$ cat config.mk
export PLATFORM = sky130hd
export DESIGN_NAME = phase_voltage_to_pwm_duty_unit
export DESIGN_NICKNAME = d
export VERILOG_FILES = /design/src/rtl/pvd_pkg.sv /design/src/rtl/pvd_prep.sv /design/src/rtl/pvd_div_step.sv /design/src/rtl/pvd_post.sv /design/src/rtl/phase_voltage_to_pwm_duty_unit.sv
export SDC_FILE = /design/constraint.sdc
export NUM_CORES = 2
export LEC_CHECK = 0
export BUFFER_PORTS_ARGS = -buffer_cell sky130_fd_sc_hd__buf_2
export CAP_MARGIN = 25
export CORE_MARGIN = 2
export CORE_UTILIZATION = 55
export CTS_BUF_LIST = sky130_fd_sc_hd__clkbuf_16
export DETAILED_ROUTE_END_ITERATION = 16
export PLACE_DENSITY = 0.71
export SLEW_MARGIN = 5
export SYNTH_ARGS = -nofsm -noshare
export SYNTH_HDL_FRONTEND = slang
export SYNTH_SLANG_ARGS = --single-unit
$ cat constraint.sdc
create_clock -name i_clk -period 14.75 [get_ports i_clk]
set_input_delay 2.2125 -clock i_clk [delete_from_list [all_inputs] [get_ports i_clk]]
set_output_delay 2.2125 -clock i_clk [all_outputs]
set_load 0.005 [all_outputs]
$ cat src/rtl/pvd_pkg.sv
// shared types and constants of the phase voltage to pwm duty unit
package pvd_pkg;

    localparam int LANES     = 3;
    localparam int DIV_STEPS = 15;   // quotient bits below saturation

    // configuration register indexes
    localparam logic [1:0] CFG_BUS_MIN      = 2'd0;
    localparam logic [1:0] CFG_DUTY_FLOOR   = 2'd1;
    localparam logic [1:0] CFG_DUTY_CEILING = 2'd2;

    localparam logic [15:0] RST_BUS_MIN      = 16'd3277;
    localparam logic [14:0] RST_DUTY_FLOOR   = 15'd655;
    localparam logic [14:0] RST_DUTY_CEILING = 15'd32113;

    typedef struct packed {
        logic [15:0] bus_min;
        logic [14:0] duty_floor;
        logic [14:0] duty_ceiling;
    } t_cfg;

    // one phase in flight through the divider
    typedef struct packed {
        logic        neg;
        logic        zero;
        logic        sat;
        logic [16:0] rem;
        logic [14:0] quo;
    } t_lane;

    typedef struct packed {
        logic                    bus_low;
        logic [15:0]             bus;
        t_lane [LANES-1:0]       lane;
    } t_stage;

endpackage

$ cat src/rtl/pvd_prep.sv
// front stage: bus check, magnitude, zero and saturation detect
module pvd_prep (
    input  logic                              i_clk,
    input  logic                              i_rst_n,
    input  pvd_pkg::t_cfg                     i_cfg,
    input  logic                              i_valid,
    output logic                              o_ready,
    input  logic [15:0]                       i_bus,
    input  logic [pvd_pkg::LANES-1:0][15:0]   i_volt,
    output logic                              o_valid,
    input  logic                              i_ready,
    output pvd_pkg::t_stage                   o_data
);

    logic            r_valid;
    pvd_pkg::t_stage r_data;
    pvd_pkg::t_stage n_data;
    logic [15:0]     mag [pvd_pkg::LANES];

    always_comb begin
        n_data         = '0;
        n_data.bus     = i_bus;
        n_data.bus_low = (i_bus < i_cfg.bus_min);
        for (int k = 0; k < pvd_pkg::LANES; k++) begin
            mag[k]                = i_volt[k][15] ? (16'd0 - i_volt[k]) : i_volt[k];
            n_data.lane[k].neg    = i_volt[k][15];
            n_data.lane[k].zero   = (mag[k] == 16'd0);
            // quotient of 2^15 or more, also covers a zero bus
            n_data.lane[k].sat    = ({mag[k], 1'b0} >= {1'b0, i_bus});
            n_data.lane[k].rem    = {mag[k], 1'b0};
            n_data.lane[k].quo    = '0;
        end
    end

    assign o_ready = !r_valid || i_ready;

    always_ff @(posedge i_clk) begin
        if (!i_rst_n) begin
            r_valid <= 1'b0;
        end else if (o_ready) begin
            r_valid <= i_valid;
        end
    end

    always_ff @(posedge i_clk) begin
        if (o_ready && i_valid) begin
            r_data <= n_data;
        end
    end

    assign o_valid = r_valid;
    assign o_data  = r_data;

endmodule

$ cat src/rtl/pvd_div_step.sv
// one restoring division step for all three phases
module pvd_div_step (
    input  logic            i_clk,
    input  logic            i_rst_n,
    input  logic            i_valid,
    output logic            o_ready,
    input  pvd_pkg::t_stage i_data,
    output logic            o_valid,
    input  logic            i_ready,
    output pvd_pkg::t_stage o_data
);

    logic            r_valid;
    pvd_pkg::t_stage r_data;
    pvd_pkg::t_stage n_data;
    logic [16:0]     shifted [pvd_pkg::LANES];
    logic            fits    [pvd_pkg::LANES];

    always_comb begin
        n_data = i_data;
        for (int k = 0; k < pvd_pkg::LANES; k++) begin
            shifted[k]         = {i_data.lane[k].rem[15:0], 1'b0};
            fits[k]            = (shifted[k] >= {1'b0, i_data.bus});
            n_data.lane[k].rem = fits[k] ? (shifted[k] - {1'b0, i_data.bus}) : shifted[k];
            n_data.lane[k].quo = {i_data.lane[k].quo[13:0], fits[k]};
        end
    end

    assign o_ready = !r_valid || i_ready;

    always_ff @(posedge i_clk) begin
        if (!i_rst_n) begin
            r_valid <= 1'b0;
        end else if (o_ready) begin
            r_valid <= i_valid;
        end
    end

    always_ff @(posedge i_clk) begin
        if (o_ready && i_valid) begin
            r_data <= n_data;
        end
    end

    assign o_valid = r_valid;
    assign o_data  = r_data;

endmodule

$ cat src/rtl/pvd_post.sv
// output stage: clamp, floor, sign and bus-low forcing into the result register
module pvd_post (
    input  logic                                   i_clk,
    input  logic                                   i_rst_n,
    input  pvd_pkg::t_cfg                          i_cfg,
    input  logic                                   i_valid,
    output logic                                   o_ready,
    input  pvd_pkg::t_stage                        i_data,
    output logic                                   o_valid,
    input  logic                                   i_stall,
    output logic signed [pvd_pkg::LANES-1:0][15:0] o_duty,
    output logic                                   o_bus_low
);

    logic                            r_valid;
    logic [pvd_pkg::LANES-1:0][15:0] r_duty;
    logic                            r_bus_low;
    logic [pvd_pkg::LANES-1:0][15:0] n_duty;
    logic [14:0]                     q_clip  [pvd_pkg::LANES];
    logic [14:0]                     q_floor [pvd_pkg::LANES];
    logic [14:0]                     q_fin   [pvd_pkg::LANES];

    always_comb begin
        for (int k = 0; k < pvd_pkg::LANES; k++) begin
            if (i_data.lane[k].zero) begin
                q_clip[k] = '0;
            end else if (i_data.lane[k].sat || (i_data.lane[k].quo > i_cfg.duty_ceiling)) begin
                q_clip[k] = i_cfg.duty_ceiling;
            end else begin
                q_clip[k] = i_data.lane[k].quo;
            end
            q_floor[k] = ((q_clip[k] != '0) && (q_clip[k] < i_cfg.duty_floor))
                         ? i_cfg.duty_floor : q_clip[k];
            // floor above ceiling: ceiling wins
            q_fin[k]   = (q_floor[k] > i_cfg.duty_ceiling) ? i_cfg.duty_ceiling : q_floor[k];
            if (i_data.bus_low) begin
                n_duty[k] = '0;
            end else if (i_data.lane[k].neg) begin
                n_duty[k] = 16'd0 - {1'b0, q_fin[k]};
            end else begin
                n_duty[k] = {1'b0, q_fin[k]};
            end
        end
    end

    assign o_ready = !r_valid || !i_stall;

    always_ff @(posedge i_clk) begin
        if (!i_rst_n) begin
            r_valid <= 1'b0;
        end else if (o_ready) begin
            r_valid <= i_valid;
        end
    end

    always_ff @(posedge i_clk) begin
        if (o_ready && i_valid) begin
            r_duty    <= n_duty;
            r_bus_low <= i_data.bus_low;
        end
    end

    assign o_valid   = r_valid;
    assign o_duty    = r_duty;
    assign o_bus_low = r_bus_low;

endmodule

$ cat src/rtl/phase_voltage_to_pwm_duty_unit.sv
// top level of the phase voltage to pwm duty unit
//
//  channel  direction  handshake            payload
//  input    in         i_valid / o_stall    i_bus_voltage, i_volt_a, i_volt_b, i_volt_c
//  result   out        o_valid / i_stall    o_duty_a, o_duty_b, o_duty_c, o_bus_low
//  config   in         i_cfg_we             i_cfg_index, i_cfg_wdata
//
//  one transfer per cycle sustained while i_stall is low; pipeline: front stage, 15 divider
//  stages (one quotient bit each, set by the 17-bit compare and subtract), output register
//  each stage has its own valid bit; an empty stage takes data even when later ones stall
//  o_stall rises only when every stage is full and i_stall is high
//  synchronous active-low reset empties the pipeline and restores the register defaults
module phase_voltage_to_pwm_duty_unit (
    input  logic               i_clk,
    input  logic               i_rst_n,
    // input channel
    input  logic               i_valid,
    output logic               o_stall,
    input  logic        [15:0] i_bus_voltage,
    input  logic signed [15:0] i_volt_a,
    input  logic signed [15:0] i_volt_b,
    input  logic signed [15:0] i_volt_c,
    // result channel
    output logic               o_valid,
    input  logic               i_stall,
    output logic signed [15:0] o_duty_a,
    output logic signed [15:0] o_duty_b,
    output logic signed [15:0] o_duty_c,
    output logic               o_bus_low,
    // configuration write port
    input  logic               i_cfg_we,
    input  logic        [1:0]  i_cfg_index,
    input  logic        [15:0] i_cfg_wdata
);

    localparam int NSTG = pvd_pkg::DIV_STEPS + 1;   // stage links after the front stage

    pvd_pkg::t_cfg r_cfg;

    // configuration registers; the user must write them only while the pipeline is empty, the block does not enforce it
    always_ff @(posedge i_clk) begin
        if (!i_rst_n) begin
            r_cfg.bus_min      <= pvd_pkg::RST_BUS_MIN;
            r_cfg.duty_floor   <= pvd_pkg::RST_DUTY_FLOOR;
            r_cfg.duty_ceiling <= pvd_pkg::RST_DUTY_CEILING;
        end else if (i_cfg_we) begin
            unique case (i_cfg_index)
                pvd_pkg::CFG_BUS_MIN:      r_cfg.bus_min      <= i_cfg_wdata;
                pvd_pkg::CFG_DUTY_FLOOR:   r_cfg.duty_floor   <= i_cfg_wdata[14:0];
                pvd_pkg::CFG_DUTY_CEILING: r_cfg.duty_ceiling <= i_cfg_wdata[14:0];
                default: ;   // unused index, write dropped
            endcase
        end
    end

    // link k carries the output of stage k (0 = front stage) into stage k+1
    logic                              stg_valid [NSTG];
    logic                              stg_ready [NSTG];
    pvd_pkg::t_stage                   stg_data  [NSTG];
    logic                              in_ready;
    logic [pvd_pkg::LANES-1:0][15:0]   volts;
    logic signed [pvd_pkg::LANES-1:0][15:0] duties;

    assign volts = {i_volt_c, i_volt_b, i_volt_a};

    pvd_prep u_prep (
        .i_clk   (i_clk),
        .i_rst_n (i_rst_n),
        .i_cfg   (r_cfg),
        .i_valid (i_valid),
        .o_ready (in_ready),
        .i_bus   (i_bus_voltage),
        .i_volt  (volts),
        .o_valid (stg_valid[0]),
        .i_ready (stg_ready[0]),
        .o_data  (stg_data[0])
    );

    // one quotient bit per stage, most significant first
    for (genvar s = 0; s < pvd_pkg::DIV_STEPS; s++) begin : g_div
        pvd_div_step u_step (
            .i_clk   (i_clk),
            .i_rst_n (i_rst_n),
            .i_valid (stg_valid[s]),
            .o_ready (stg_ready[s]),
            .i_data  (stg_data[s]),
            .o_valid (stg_valid[s+1]),
            .i_ready (stg_ready[s+1]),
            .o_data  (stg_data[s+1])
        );
    end

    pvd_post u_post (
        .i_clk     (i_clk),
        .i_rst_n   (i_rst_n),
        .i_cfg     (r_cfg),
        .i_valid   (stg_valid[NSTG-1]),
        .o_ready   (stg_ready[NSTG-1]),
        .i_data    (stg_data[NSTG-1]),
        .o_valid   (o_valid),
        .i_stall   (i_stall),
        .o_duty    (duties),
        .o_bus_low (o_bus_low)
    );

    assign o_stall  = !in_ready;
    assign o_duty_a = duties[0];
    assign o_duty_b = duties[1];
    assign o_duty_c = duties[2];

endmodule

### After elaboration in Yosys (flattened, before gate mapping)

Index checks and enable logic that the tools add are counted.

| cells by class | value |
|---|---|
| add/sub/neg operators | 48 |
| order comparisons | 58 |
| equality and inequality tests | 2 |
| mux-type cells | 60 |
| bitwise gates (word level) | 3 |
| reductions and logical operators | 72 |

Operators by type and width:

| operator | number |
|---|---|
| $ge 17x16->1 | 48 |
| $mux 16 | 45 |
| $sub 16x16->16 | 42 |
| $mux 15 | 15 |
| $gt 15x15->1 | 6 |
| $logic_not 16->1 | 3 |
| $sub 1x15->16 const A | 3 |
| $sub 1x16->16 const A | 3 |
| $lt 15x15->1 | 3 |
| $reduce_bool 15->1 | 3 |
| $logic_and 1x1->1 | 20 |
| $logic_or 1x1->1 | 20 |
| $logic_not 1->1 | 19 |
| $lt 16x16->1 | 1 |
| $reduce_and 2->1 | 3 |
| $reduce_or 2->1 | 3 |
| $not 1->1 | 3 |
| $eq 2x1->1 const B | 1 |
| $eq 2x2->1 const B | 1 |
| $logic_not 2->1 | 1 |

| word-level totals | value |
|---|---|
| bits in registers | 1589 |
| input bits | 87 |
| output and inout port bits | 51 |
| word-level logic and storage cells | 580 |

### Logic depth before layout (Yosys ltp)

| depth | value |
|---|---|
| word-level depth | 19 |
| mapped depth | 39 |
| gate-level depth less buffers | 34 |

### Modules after synthesis

From an unflattened synthesis, not the netlist that was laid out.

| second synthesis, totals | value |
|---|---|
| cells, all modules | 10139 |
| area, all modules | 119689.8 sq um |

By module, submodules not included:

| module | times used | cells an instance | area each (sq um) | seq. area each (sq um) |
|---|---|---|---|---|
| pvd_div_step (g_div[0].u_step ...) | 9 | 565 | 7081.8 | 3683.5 |
| pvd_div_step (g_div[6].u_step ...) | 4 | 547 | 6597.6 | 3683.5 |
| pvd_post | 1 | 1040 | 8647.0 | 1491.4 |
| pvd_div_step (g_div[11].u_step) | 1 | 561 | 6791.5 | 3683.5 |
| pvd_div_step (g_div[5].u_step) | 1 | 543 | 6785.3 | 3683.5 |
| pvd_prep | 1 | 530 | 5447.7 | 2242.2 |
| phase_voltage_to_pwm_duty_unit | 1 | 192 | 1891.8 | 920.9 |

### Worst setup path after synthesis

Ideal clock, no wire load.

| path | value |
|---|---|
| path kind | input port to flip-flop |
| start | input i_stall |
| end | register g_div[12].u_step.r_data, in the netlist g_div[12].u_step.o_data[0], enable pin |
| setup time | 0.758 ns |
| arrival | 10.778 ns |
| required time | 13.992 ns |
| slack | 3.214 ns |
| stages | 3 |
| buffers on the path | 0 |
| path through | and3_1 -> and2_1 -> a21boi_0 |

| between the ends | value |
|---|---|
| word-level cells in the longest chain between the ends | 6 |

RTL lines:

| element | RTL line | text |
|---|---|---|
| start: declaration | phase_voltage_to_pwm_duty_unit.sv:25 | `input logic i_stall,` |
| $logic_not 1->1 | pvd_post.sv:46 | `assign o_ready = !r_valid \|\| !i_stall;` |
| $logic_or 1x1->1 | pvd_post.sv:46 |  |
| $logic_or 1x1->1 (3 in a row) | pvd_div_step.sv:29 | `assign o_ready = !r_valid \|\| i_ready;` |
| $logic_and 1x1->1 | pvd_div_step.sv:40 | `if (o_ready && i_valid) begin` |
| end signal: assignment | pvd_div_step.sv:41 | `r_data <= n_data;` |
| end: declaration | pvd_div_step.sv:14 | `pvd_pkg::t_stage r_data;` |

Every way passes these cells.
A chain may end at the register's enable or synchronous reset.

### Worst setup path after layout

| path | value |
|---|---|
| start | register r_cfg[4] (netlist name) |
| end | register u_post.r_duty, in the netlist u_post.o_duty[30], data pin |

| between the ends | value |
|---|---|
| word-level cells in the longest chain between the ends | 11 |
| elaborated cells on any way between the ends | 12 |
| classes of those cells | add/sub (1); order compare (3); mux (5); reduce/logical (3) |

RTL lines:

| element | RTL line | text |
|---|---|---|
| start: declaration | phase_voltage_to_pwm_duty_unit.sv:38 | `pvd_pkg::t_cfg r_cfg;` |
| $gt 15x15->1 | pvd_post.sv:27 | `end else if (i_data.lane[k].sat \|\| (i_data.lane[k].quo > i_cfg.duty_ceiling)) begin` |
| $logic_or 1x1->1 | pvd_post.sv:27 |  |
| $mux 15 | pvd_post.sv:27 |  |
| $mux 15 | pvd_post.sv:25 | `if (i_data.lane[k].zero) begin` |
| $lt 15x15->1 / $reduce_bool 15->1 (equally long branches) | pvd_post.sv:32 | `q_floor[k] = ((q_clip[k] != '0) && (q_clip[k] < i_cfg.duty_floor))` |
| $logic_and 1x1->1 | pvd_post.sv:32 |  |
| $mux 15 | pvd_post.sv:33 | `? i_cfg.duty_floor : q_clip[k];` |
| $gt 15x15->1 | pvd_post.sv:35 | `q_fin[k] = (q_floor[k] > i_cfg.duty_ceiling) ? i_cfg.duty_ceiling : q_floor[k];` |
| $mux 15 (*) | pvd_post.sv:35 |  |
| $sub 1x15->16 | pvd_post.sv:39 | `n_duty[k] = 16'd0 - {1'b0, q_fin[k]};` |
| $mux 15 (*) | pvd_post.sv:38 | `end else if (i_data.lane[k].neg) begin` |
| end signal: assignment | pvd_post.sv:58 | `r_duty <= n_duty;` |
| end: declaration | pvd_post.sv:16 | `logic [pvd_pkg::LANES-1:0][15:0] r_duty;` |

Every way passes the cells marked *; elsewhere a longest branch is shown, timed or not.

==> reports/results.txt <==
postcts setup bufs -> 0
CTS tree -> done
Mapped Nets -> 9405
critical path's slowest cell -> dfxtp_1
Area Growth Syn to Fin -> 10.2%
GPL Wtd Cong -> 0.957
Crit path max-delay family -> compound AO/OA/AOI/OAI gates
Root Buffer -> clkbuf_16
peak fanout along the critical path -> 19
via count -> 65500
WP buf/inv -> 3
CTS resizes -> 0
Initial Util -> 0.552
YS warnings -> 0
# rows -> 152
Netlist cell types -> 104
Mapped Cells -> 8369
filler cell count -> 13800
worst-margin pin slew -> 1070 ps
critical path endpoint category -> flip-flop
largest net degree at the start of global routing -> 79
Nets -> 9697
syn avg cell area -> 11.3 µm²
core area -> 0.171 mm²
post-synth top area cell -> edfxtp_1
first-pass GRT wire length -> 385 mm
final global-route overflow total -> 0
Slew Limit Headroom -> 0.285
most frequent cell after synthesis -> edfxtp_1
Pre-antenna DRT Iters -> 5
port buffer count -> 137
Cell Area, Placed -> 0.0983 mm²
vias per cell -> 5.93
clk_lat worst skew -> 830 ps
Tmin final -> 9900 ps
Hold Buf Count CTS -> 0
hpwl dp -> 200 mm
initial antenna violation count -> 1
die width -> 418 µm
fin crit share -> 0.671
Post-synth ARST share -> 0
clk_skew -> 68.3 ps
Yosys reg bits -> 1589
TritonCTS buffer count -> 170
Primary FF master, synth -> edfxtp_1
Setup crit start -> r_cfg[4]
slowest stage delay, CP -> 710 ps
Reg clk slew, reported paths -> 70 ps
reg-to-reg setup timing slack -> 4850 ps
leakage power -> 41.3 nW
number of global-route vias before repair -> 63700
GRT Util Overall -> 0.291
WP data required -> 15320 ps
Worst R2R Path Depth -> 32
most used cell, CP -> nor2_1
synthesized area -> 0.0944 mm²
Final Max Tran Viols -> 0
Max Freq -> 0.101 GHz
Final setup viols -> 0
Final Cell Area -> 0.104 mm²
top-area cell type share of the netlist area -> 0.485
Synth top cells by count -> edfxtp_1 (1526), ha_1 (910), inv_1 (750), nor2_1 (689), nand2_1 (633)
# diodes -> 0
WP depth -> 32
Startpoint Class -> flip-flop
sequential fraction of the synthesis area -> 0.499
post-route ant nets -> 0
CP arrival -> 10470 ps
Max Root-Sink Buffers -> 3
origin of the critical flop-to-flop path -> r_cfg[4]
RSZ-0062 raised after global routing -> false
outcome -> finished clean
peak supply drop -> 0.107 mV
Post-synth EDFFs -> 1526
RR Endpoint -> u_post.o_duty[30]
# DRC -> 0
area of the die -> 0.175 mm²
CTS Sinks -> 1589
setup_tns -> 0 ps
Area contributors post-synth -> edfxtp_1 (49%), ha_1 (12%), mux2_2 (6.0%)
CP Capture Point -> u_post.o_duty[30]
min-delay worst type -> reg2reg
share of cells above drive strength 1 -> 0.128
Die Y-Extent -> 418 µm
Max Cap Viol -> 0
critical path class -> reg2reg
initial detailed-routing violation count -> 4967
Top Ports -> 138
PD cells -> 97.8 mW/mm²
final hold violation count -> 0
total wire length -> 257 mm
H-tree depth -> 4
Routed wire per std cell -> 23.3 µm
==> area by class of cell <==
type,count,area (µm²),area share
Clock buffer,170,4250,0.0409
Clock inverter,145,1540,0.0148
Inverter,751,2820,0.0271
Tap cell,2233,2790,0.0268
Timing Repair Buffer,222,1340,0.0128
Multi-Input combinational cell,5927,44300,0.425
Sequential cell,1589,47100,0.452
==> metal layers <==
metal,wire length [µm],GRT usage
met2,122000,0.485
met4,8350,0.0929
met1,114000,0.396
met5,0,0
met3,12400,0.0348
==> power breakdown <==
part / switching, mW / leakage, nW / total [mW] / internal [mW]
combinational: 0.474 / 24.2 / 0.806 / 0.332
sequential: 0.0510 / 14.1 / 5.03 / 4.98
clock: 1.88 / 2.89 / 4.34 / 2.46
==> how the worst min path moves through the flow <==
stage          slack, ps                        from  depth (start not counted)                           to
2_1_floorplan        400          u_prep.o_data[102]                          0  g_div[0].u_step.o_data[102]
3_3_place_gp         400  g_div[5].u_step.o_data[72]                          0   g_div[6].u_step.o_data[73]
3_5_place_dp         400  g_div[9].u_step.o_data[41]                          0  g_div[10].u_step.o_data[42]
4_1_cts              380  g_div[9].u_step.o_data[69]                          0  g_div[10].u_step.o_data[69]
5_1_grt              390  g_div[8].u_step.o_data[39]                          0   g_div[9].u_step.o_data[40]
6_report             380  g_div[9].u_step.o_data[69]                          0  g_div[10].u_step.o_data[69]
==> sequential cells by signal, summed over array words and instances (netlist names) <==
signal / flops
u_post.o_bus_low: 1
u_prep.o_data: 71
u_prep.o_valid: 1
g_div.u_step.o_valid: 15
u_post.o_duty: 48
u_post.o_valid: 1
r_cfg: 46
g_div.u_step.o_data: 1406
==> worst register-to-register path, delay by kind of cell, from the launching register on <==
family / cells / cell delay (ps)
simple gates: 10 / 2120
mux: 2 / 580
flops: 1 / 710
compound gates: 14 / 3980
fa+ha+maj: 3 / 1080
buf+inv: 3 / 1170
==> cells by family after synthesis <==
logic type	Yosys count	synth area share
buffers and inverters	853	0.0347
xor gates and xnor gates	353	0.0327
adders and majority gates	949	0.129
muxes	616	0.0722
and+or+nand+nor	2300	0.116
AOI/OAI and AO/OA	1709	0.117
DFF	1589	0.499
==> stage by stage <==
stage                     utilization  instances  hold WS (ps)  total power [mW]  worst slack (ps)
after floorplan                     -       8369           400              5.67              3210
after global placement          0.574      10700           401              5.90              5150
after detailed placement        0.574      10700           405              5.92              5130
after CTS                       0.608      11000           376              10.3              5080
after global routing            0.608      11000           386              10.5              4190
final                           0.608      11000           384              10.2              4850
==> cells in the final DEF (no fill, tap or decap), drive strengths merged, types with 55 or more instances in the layout <==
cell / netlist / final
nor2: 689 / 689
clkbuf: 89 / 170
o21a: 170 / 170
nand3: 106 / 106
nor2b: 120 / 120
clkinv: 1 / 84
buf: 12 / 222
a21boi: 206 / 206
a21oi: 361 / 361
mux2: 504 / 504
or3: 55 / 55
or2: 55 / 55
inv: 750 / 785
xnor2: 197 / 197
nor3: 174 / 174
nand2b: 63 / 63
xor2: 156 / 156
edfxtp: 1526 / 1526
nor4: 96 / 96
o21ai: 492 / 492
dfxtp: 63 / 63
ha: 910 / 910
nand2: 634 / 634
nand4: 159 / 159
mux2i: 112 / 112
a21o: 159 / 159
No activity file was read; power rests on OpenSTA's default activity.
